File: config.mk
export PLATFORM = sky130hd
export DESIGN_NAME = sorted_array_priority_queue
export DESIGN_NICKNAME = d
export VERILOG_FILES = /design/src/hdl/sapq_pkg.sv /design/src/hdl/sorted_array_priority_queue.sv
export SDC_FILE = /design/constraint.sdc
export NUM_CORES = 2
export LEC_CHECK = 0
export BUFFER_PORTS_ARGS = -buffer_cell sky130_fd_sc_hd__buf_2
export CAP_MARGIN = 25
export CORE_ASPECT_RATIO = 1.1
export CORE_UTILIZATION = 55
export DETAILED_ROUTE_END_ITERATION = 6
export PLACE_DENSITY = 0.67
export SYNTH_ARGS = -nofsm -noshare
export SYNTH_HDL_FRONTEND = slang
export SYNTH_SLANG_ARGS = --single-unit
File: constraint.sdc
create_clock -name clk_i -period 8.2 [get_ports clk_i]
set_clock_uncertainty 0.05 [all_clocks]
set_input_delay 0.82 -clock clk_i [delete_from_list [all_inputs] [get_ports clk_i]]
set_output_delay 0.82 -clock clk_i [all_outputs]
set_load 0.05 [all_outputs]
File: src/hdl/sapq_pkg.sv
// Shared types and constants for the sorted-array priority queue.
package sapq_pkg;

  localparam int VALUE_W    = 32;
  localparam int CAP_W      = 7;
  localparam int OCC_W      = 7;
  localparam int STATUS_W   = 2;
  localparam int OUT_DATA_W = 104;  // 103 payload bits padded to whole bytes

  localparam logic [CAP_W-1:0] CAP_RESET = 7'd40;

  // Result status codes
  typedef enum logic [STATUS_W-1:0] {
    ST_OK    = 2'd0,
    ST_FULL  = 2'd1,
    ST_EMPTY = 2'd2
  } status_e;

  // Control sequencer states
  typedef enum logic [2:0] {
    S_IDLE,
    S_INS_SCAN,
    S_INS_PUT,
    S_DEL_RD,
    S_DONE
  } state_e;

endpackage

File: src/hdl/sorted_array_priority_queue.sv
// Sorted-array priority queue: entries held descending in a one-port-read, one-port-write RAM.
//
// Usage: one operation per input beat on the s_axis channel; tuser selects it
// (0 inserts tdata as a signed 32-bit value, 1 pops the smallest entry). Each
// operation yields exactly one result beat on m_axis with a status in tuser and
// removed value, occupancy, largest and smallest entry in tdata.
// The user writes capacity through cfg_we_i / cfg_wdata_i only while no operation
// is in flight; the block itself does not enforce this. Values above DEPTH act as
// DEPTH, zero refuses every insert.
// After the accept, a refused operation, a pop that empties the queue or an insert
// into an empty queue goes straight to S_DONE; other pops pass S_DEL_RD first, and
// an insert into a non-empty queue walks S_INS_SCAN (then S_INS_PUT if it becomes head).
// The insert's scan is a tail-to-head shift walk through the RAM, one
// entry per cycle, each step reading one entry and writing it one slot down.
// Only one operation is in progress at a time; the next beat is taken the cycle
// after the result has moved into the output register, so a stalled receiver
// blocks new input once one result is parked and the next operation waits in S_DONE.
// Reset empties the queue (count, head and tail to zero) and sets capacity to 40;
// RAM contents are not cleared, since only entries below the count are ever read.
module sorted_array_priority_queue
  import sapq_pkg::*;
#(
  parameter int DEPTH = 64
) (
  input  logic                   clk_i,
  input  logic                   rst_ni,
  // configuration: capacity
  input  logic                   cfg_we_i,
  input  logic [CAP_W-1:0]       cfg_wdata_i,
  // operation input
  input  logic                   s_axis_tvalid,
  output logic                   s_axis_tready,
  input  logic [VALUE_W-1:0]     s_axis_tdata,   // [31:0] value
  input  logic                   s_axis_tuser,   // [0] mode
  // result output
  output logic                   m_axis_tvalid,
  input  logic                   m_axis_tready,
  output logic [OUT_DATA_W-1:0]  m_axis_tdata,   // [31:0] removed_value, [38:32] occupancy,
                                                 // [70:39] largest, [102:71] smallest, [103] zero
  output logic [STATUS_W-1:0]    m_axis_tuser    // [1:0] status
);

  localparam int AW = (DEPTH > 1) ? $clog2(DEPTH) : 1;
  localparam int CW = $clog2(DEPTH + 1);
  localparam int LW = (CW > CAP_W) ? CW : CAP_W;

  // state and data registers
  state_e              state_q, state_d;
  logic [CW-1:0]       count_q, count_d;
  logic [VALUE_W-1:0]  head_q, head_d;
  logic [VALUE_W-1:0]  tail_q, tail_d;
  logic [AW-1:0]       ptr_q, ptr_d;
  logic [VALUE_W-1:0]  val_q, val_d;
  status_e             status_q, status_d;
  logic [VALUE_W-1:0]  removed_q, removed_d;
  logic [CAP_W-1:0]    cap_q;

  // output register
  logic                m_valid_q;
  logic [OUT_DATA_W-1:0] m_data_q;
  logic [STATUS_W-1:0] m_user_q;
  logic                m_load;

  // RAM ports
  logic [VALUE_W-1:0]  mem [DEPTH];
  logic [VALUE_W-1:0]  rd_data_q;
  logic [AW-1:0]       rd_addr;
  logic                wr_en;
  logic [AW-1:0]       wr_addr;
  logic [VALUE_W-1:0]  wr_data;

  logic                s_accept;
  logic                full;
  logic [LW-1:0]       cnt_ext;

  assign s_axis_tready = (state_q == S_IDLE);
  assign s_accept      = s_axis_tvalid && s_axis_tready;

  // insert refused once count reaches min(capacity, DEPTH)
  assign cnt_ext = LW'(count_q);
  assign full    = (cnt_ext >= LW'(cap_q)) || (cnt_ext >= LW'(DEPTH));

  // entry RAM: one write and one registered read per cycle
  always_ff @(posedge clk_i) begin
    if (wr_en) begin
      mem[wr_addr] <= wr_data;
    end
    rd_data_q <= mem[rd_addr];
  end

  // capacity register
  always_ff @(posedge clk_i or negedge rst_ni) begin
    if (!rst_ni) begin
      cap_q <= CAP_RESET;
    end else if (cfg_we_i) begin
      cap_q <= cfg_wdata_i;
    end
  end

  // control state; head and tail read as zero while empty
  always_ff @(posedge clk_i or negedge rst_ni) begin
    if (!rst_ni) begin
      state_q <= S_IDLE;
      count_q <= '0;
      head_q  <= '0;
      tail_q  <= '0;
    end else begin
      state_q <= state_d;
      count_q <= count_d;
      head_q  <= head_d;
      tail_q  <= tail_d;
    end
  end

  // working payload
  always_ff @(posedge clk_i) begin
    ptr_q     <= ptr_d;
    val_q     <= val_d;
    status_q  <= status_d;
    removed_q <= removed_d;
  end

  // sequencer: insert walks from tail toward head, pop refreshes the tail
  always_comb begin
    state_d   = state_q;
    count_d   = count_q;
    head_d    = head_q;
    tail_d    = tail_q;
    ptr_d     = ptr_q;
    val_d     = val_q;
    status_d  = status_q;
    removed_d = removed_q;
    rd_addr   = AW'(count_q - 1'b1);
    wr_en     = 1'b0;
    wr_addr   = ptr_q;
    wr_data   = val_q;
    m_load    = 1'b0;
    case (state_q)
      S_IDLE: begin
        if (s_accept) begin
          val_d     = s_axis_tdata;
          removed_d = '0;
          status_d  = ST_OK;
          state_d   = S_DONE;
          if (!s_axis_tuser) begin
            if (full) begin
              status_d = ST_FULL;
            end else begin
              count_d = count_q + 1'b1;
              if (count_q == '0) begin
                head_d  = s_axis_tdata;
                tail_d  = s_axis_tdata;
                wr_en   = 1'b1;
                wr_addr = '0;
                wr_data = s_axis_tdata;
              end else begin
                if ($signed(s_axis_tdata) > $signed(head_q)) begin
                  head_d = s_axis_tdata;
                end
                if (!($signed(s_axis_tdata) > $signed(tail_q))) begin
                  tail_d = s_axis_tdata;
                end
                ptr_d   = AW'(count_q);
                state_d = S_INS_SCAN;
              end
            end
          end else begin
            if (count_q == '0) begin
              status_d = ST_EMPTY;
            end else begin
              count_d   = count_q - 1'b1;
              removed_d = tail_q;
              if (count_q == CW'(1)) begin
                head_d = '0;
                tail_d = '0;
              end else begin
                rd_addr = AW'(count_q - 1'b1 - 1'b1);
                state_d = S_DEL_RD;
              end
            end
          end
        end
      end
      S_INS_SCAN: begin
        // rd_data_q holds the entry just above the open slot at ptr_q
        wr_en   = 1'b1;
        wr_addr = ptr_q;
        if ($signed(val_q) > $signed(rd_data_q)) begin
          wr_data = rd_data_q;
          ptr_d   = ptr_q - 1'b1;
          if (ptr_q == AW'(1)) begin
            state_d = S_INS_PUT;
          end else begin
            rd_addr = ptr_q - 1'b1 - 1'b1;
          end
        end else begin
          wr_data = val_q;
          state_d = S_DONE;
        end
      end
      S_INS_PUT: begin
        wr_en   = 1'b1;
        wr_addr = ptr_q;
        wr_data = val_q;
        state_d = S_DONE;
      end
      S_DEL_RD: begin
        tail_d  = rd_data_q;
        state_d = S_DONE;
      end
      S_DONE: begin
        if (!m_valid_q || m_axis_tready) begin
          m_load  = 1'b1;
          state_d = S_IDLE;
        end
      end
      default: begin
        state_d = S_IDLE;
      end
    endcase
  end

  // output register
  always_ff @(posedge clk_i or negedge rst_ni) begin
    if (!rst_ni) begin
      m_valid_q <= 1'b0;
    end else if (m_load) begin
      m_valid_q <= 1'b1;
    end else if (m_axis_tready) begin
      m_valid_q <= 1'b0;
    end
  end

  always_ff @(posedge clk_i) begin
    if (m_load) begin
      m_data_q <= {1'b0, tail_q, head_q, OCC_W'(count_q), removed_q};
      m_user_q <= status_q;
    end
  end

  assign m_axis_tvalid = m_valid_q;
  assign m_axis_tdata  = m_data_q;
  assign m_axis_tuser  = m_user_q;

`ifndef NO_ASSERTIONS
  // occupancy never exceeds the RAM depth
  a_count_range: assert property (@(posedge clk_i) disable iff (!rst_ni)
    count_q <= CW'(DEPTH))
    else $error("count exceeds DEPTH");

  // the shift walk only writes inside the occupied region
  a_scan_addr: assert property (@(posedge clk_i) disable iff (!rst_ni)
    (state_q == S_INS_SCAN && wr_en) |-> (CW'(wr_addr) < count_q))
    else $error("shift write beyond occupied region");

  // a result is only loaded from the final sequencer state
  a_load_src: assert property (@(posedge clk_i) disable iff (!rst_ni)
    $rose(m_valid_q) |-> $past(state_q) == S_DONE)
    else $error("result loaded outside done state");

  // occupancy changes only on an accepted beat
  a_count_step: assert property (@(posedge clk_i) disable iff (!rst_ni)
    (count_q != $past(count_q)) |-> $past(s_accept))
    else $error("count changed without an accepted beat");
`endif

endmodule
* After elaboration in Yosys (flattened, before gate mapping) *
Memories as Yosys holds them, arrays and structs flattened. A register that Yosys moved wholly into a read port is not among the register bits.
Index checks and enable logic that the tools add are counted.

cells by class
  $add $sub $neg = 5
  muxes and demuxes = 63
  $lt $le $gt $ge = 5
  bitwise logic cells = 1
  reduce and logical (&&, ||, !) cells = 19
  eq/ne operators = 20

operators by type and width
  kind                                                      count
  two-way mux 32 bit                                        16
  one-hot mux 32 bit (2 select lines)                       2
  greater-than comparator 32 bit                            3
  two-way mux 6 bit                                         16
  two-way mux 3 bit                                         9
  one-hot mux 6 bit (2 select lines)                        2
  two-way mux 7 bit                                         3
  AND reduction 6 bit                                       3
  subtractor 6 x 1 -> 6 bit, second input constant          3
  inequality test 2 bit, second input constant              7
  one-hot mux 3 bit (4 select lines)                        1
  two-way mux 1 bit                                         11
  inequality test 3 bit, second input constant              3
  adder 7 x 1 -> 7 bit, second input constant               1
  == test 7 x 1 -> 1 bit, second input constant             1
  greater-or-equal comparator 7 bit                         1
  greater-or-equal comparator 7 bit, second input constant  1
  zero test 7 bit                                           1
  subtractor 7 x 1 -> 7 bit, second input constant          1
  == test 3 x 2 -> 1 bit, second input constant             2
  == test 6 x 1 -> 1 bit, second input constant             1
  nonzero test 2 bit                                        3
  OR reduction 2 bit                                        3
  two-way mux 2 bit                                         2
  other kinds (15)                                          17

storage, ports and cells
  logic and storage cells = 126
  register bits after elaboration = 259
  memories = 1
  bits in writable memories = 2,048
  output and inout port bits = 108
  input bits = 45

memory list
  memory  depth  width  read ports  clocked after Yosys merged registers in  wr ports  line                               text
  mem     64     32     1           1                                        1         sorted_array_priority_queue.sv:65  logic [VALUE_W-1:0] mem [DEPTH];

* Logic depth before layout (Yosys ltp) *
  depth in word-level cells = 8
  gate-level depth with buffers = 20
  gate-level depth less buffers = 14

* Worst setup path after synthesis *
Ideal clock, no wire load.

  path kind = register to register
  start point = register state_q[0]
  end point = register m_data_q[0], in the netlist m_axis_tdata[0], enable pin
  path buffers = 2
  library setup time = 0.570 ns
  required time = 7.580 ns
  slack = 2.160 ns
  period minus slack after synthesis = 6.040 ns
  stages on the path, launching flop included = 6
  arrival time = 5.420 ns
  cell sequence = dfrtp_1 -> clkbuf_1 -> clkbuf_1 -> nor2_1 -> nand2_1 -> nor2_1

on the way
  word-level cells in the longest chain between the ends = 2

RTL lines
  item                      line                                text
  start: declaration        sorted_array_priority_queue.sv:48   state_e state_q, state_d;
  start signal: assignment  sorted_array_priority_queue.sv:108  state_q <= state_d;
  == test 3 bit             sorted_array_priority_queue.sv:138  case (state_q)
  two-way mux 1 bit         sorted_array_priority_queue.sv:138
  via m_load                sorted_array_priority_queue.sv:62   logic m_load;
  end signal: assignment    sorted_array_priority_queue.sv:236  m_data_q <= {1'b0, tail_q, head_q, OCC_W'(count_q), removed_q};
  end: declaration          sorted_array_priority_queue.sv:60   logic [OUT_DATA_W-1:0] m_data_q;

The timed path passes the listed nets, and every way through them passes these cells.
A chain may end at the register's enable or synchronous reset.

* Final worst setup path *
  start point = register rd_data_q[23] (read register of mem)
  end point = register rd_data_q[2] (read register of mem)

on the way
  word-level cells in the longest chain between the ends = 3

RTL lines
  item                                line                                text
  start: declaration                  sorted_array_priority_queue.sv:66   logic [VALUE_W-1:0] rd_data_q;
  greater-than comparator 32 bit      sorted_array_priority_queue.sv:188  if ($signed(val_q) > $signed(rd_data_q)) begin
  two-way mux 6 bit                   sorted_array_priority_queue.sv:188
  one-hot mux 6 bit (2 select lines)  sorted_array_priority_queue.sv:138

No other way between the ends.

==> results.cfg <==
[floorplan]
start_util = 0.554
coreArea_mm2 = 0.171
die_h_um = 437
die_w_um = 397
io_pins = 153
dieArea_mm2 = 0.174
rows = 159

[cells_and_area]
area_delta_synth_final_pct = 11.9
drive_gt1_frac = 0.104
fin_cells = 10000
nets = 7735

[clock_tree]
cts_buffers = 216
cts_resized = 0
clkLatencyLatePin_ps = 870
cts_setup_buffers = 0
cts-root-buf = clkbuf_16
h-tree-depth = 4
cts_num_sinks = 2339
path_clk_slew_ps = 70
hold_buffers = 1
clockBufferDepth = 3
cts_tree = built

[logic_synthesis]
synth_top_family_by_area = simple AND/OR/NAND/NOR gates
yosys.area_share.simple = 0.183
muxShareOfSynthArea = 0.00715
syn-num-nets = 7618
syn-instance-count = 7463
synth_top_flop_cell = edfxtp_1
synth_compound_area_frac = 0.0291
synthArstFlopShare = 0.0351
ys_warn_count = 0
synthesis.area_mm2 = 0.0945
synth_edf_count = 2225
syn_area_per_cell_um2 = 12.7
yosys.cell_types.count = 76
synthAdderAreaFrac = 0.0147
ys_seq_elements = 2339
synth_xor_area_frac = 0.00167
synth-seq-area-share = 0.735

[setup_path]
crit-reg2reg-launch = rd_data_q[23]$_DFF_P_
path_class = flop to flop
end_kind = flop
critPathLaunch = rd_data_q[23]$_DFF_P_
startpoint_type = flop
crit_fanout = 53
worstPathArrival_ps = 7420
worstPathRequired_ps = 8940

[drt]
ant_nets = 0
drtIter0Drc = 9294
firstDrtPassIters = 7
vias = 62500
drt-total-wl_um = 270000
drc = 9
wl_per_cell_um = 26.9
viasPerCell = 6.24

[timing]
fin_setup_tns_ps = 0
finalCritPeriodShare = 0.814
holdWs_ps = 128
hold_violations = 0
timing.fmax_mhz = 150
rsz0062_at_grt = no
relSlewSlack = 0.240
finalSetupViolations = 0
drv_slew = 0
fin_crit_ps = 6670
worst_pin_slew_ps = 1140

[flow_run]
drv_cap = 0

[global_routing]
grtUsageMet3 = 0.0636
antenna_found_initial = 6
overflow = 0
first_global_vias = 58500
use_met1 = 0.435
use_met2 = 0.469
grt_max_degree = 144
grt_first_pass_wirelength_um = 392000
top_usage_layer = met2
track_usage = 0.309

[placed_design]
placed_cells = 9609
place_congestion = 0.882
port_buffers = 151
place_hpwl_um = 152000

[run_status]
status = finished with violations
violations = DRC

[min_path]
hold_path.startpoint = cfg_wdata_i[2]
holdCritPathClass = input pin to flop
metrics by stage:
step / util / setup slack [ps] / area, µm²
2_1_floorplan: - / 2160 / 94500
3_3_place_gp: 0.576 / 1750 / 98200
3_5_place_dp: 0.579 / 1810 / 98800
4_1_cts: 0.619 / 1800 / 106000
5_1_grt: 0.620 / 1370 / 106000
6_report: 0.620 / 1530 / 106000
cell type report:
type | instances | area [µm²]
antenna | 1 | 2.50
clock buffer | 285 | 5870
clock inverter | 110 | 930
fill | 12900 | 64900
inverter | 153 | 574
multi-input combinational | 4501 | 22900
sequential | 2339 | 69500
tap | 2254 | 2820
timing repair buffer | 369 | 3210
registers in the layout, indices dropped and copies added, names as in the netlist, 2 cells and up:
name,cells
cap_q,7
cnt_ext,7
head_q,32
m_axis_tdata,103
m_axis_tuser,2
mem,2048
ptr_q,6
rd_data_q,32
removed_q,32
state_q,3
status_q,2
tail_q,32
val_q,32
synth_stat cells (6+ instances only):
cell type / number / area (µm²)
o21ai_0: 35 / 175
dfrtp_1: 80 / 2000
a21oi_1: 98 / 490
buf_6: 8 / 90.1
a32o_1: 33 / 330
a31oi_1: 9 / 56.3
ha_1: 110 / 1380
a41oi_1: 30 / 263
and3_1: 16 / 100
nor3_1: 43 / 215
edfxtp_1: 2225 / 66800
a22oi_1: 31 / 233
nor2_1: 114 / 428
clkbuf_1: 187 / 702
buf_4: 15 / 113
a311oi_1: 10 / 87.6
xnor2_1: 12 / 105
dfxtp_1: 32 / 641
buf_2: 222 / 1110
buf_1: 38 / 143
nor2b_1: 12 / 75.1
mux2i_1: 45 / 450
a21o_1: 27 / 203
and2_1: 11 / 68.8
nor3b_1: 36 / 270
xor2_1: 6 / 52.6
a222oi_1: 31 / 310
inv_1: 153 / 574
mux4_2: 8 / 180
nand2b_1: 11 / 68.8
o21a_1: 12 / 90.1
nand2_1: 2078 / 7800
a211oi_1: 15 / 113
nand3_1: 1482 / 7420
nand4_1: 111 / 694
placed cells by master (no fill, tap or decap), drive strengths merged, types with 14 or more instances in the layout:
master	n
edfxtp	2225
nand2	2078
nand3	1483
buf	368
clkbuf	285
inv	159
nor2	115
nand4	111
ha	110
a21oi	98
clkinv	84
dfrtp	80
mux2i	45
nor3	43
o21ai	38
nor3b	36
a32o	33
dfxtp	32
a22oi	31
a222oi	31
a41oi	30
a21o	27
a211oi	17
and3	16
bufinv	14
cell families (layout without fill, tap and decap cells):
group           Yosys count  after routing
flops                  2339           2339
mux                      57             57
other cells               1              2
buf+inv                 623            917
simple gates           3938           3938
xor+xnor                 18             18
fa+ha+maj               111            111
compound gates          376            376
final timing paths:
path                                         endpoint  slack (ps)  cells past startpoint
max                              rd_data_q[2]$_DFF_P_        1530                     15
min                              cap_q[2]$_DFFE_PN0P_         130                      3
max reg2reg                      rd_data_q[2]$_DFF_P_        1530                     15
min reg2reg                m_axis_tdata[23]$_DFFE_PP_         360                      0
max in group asynchronous       tail_q[6]$_DFFE_PN0P_        6980                      4
min in group asynchronous      head_q[26]$_DFFE_PN0P_         280                      2
layer usage:
| layer | part of all wire | vias to the layer above | routed length (µm) |
|---|---|---|---|
| li1 | - | 27300 | - |
| met1 | 0.39 | 30900 | 104000 |
| met2 | 0.45 | 3753 | 123000 |
| met3 | 0.11 | 561 | 30700 |
| met4 | 0.046 | 4 | 12400 |
| met5 | 0.000074 | - | 20 |
critical path, cell delays in order, from the launching register on:
cell and delay (ps):
dfxtp_1 710, inv_1 120, ha_1 340, a21oi_1 150, o21ai_0 100, a221oi_1 580, a31oi_1 200, and3_1 420
and2_1 390, a211oi_4 730, and2_4 1030, buf_12 340, nand3_1 130, a41oi_1 720, a21oi_1 310, nand2_1 160
Power is left out: the tool's default activity adds up to more than one toggle a clock period on the data nets, which glitch-free logic cannot reach.
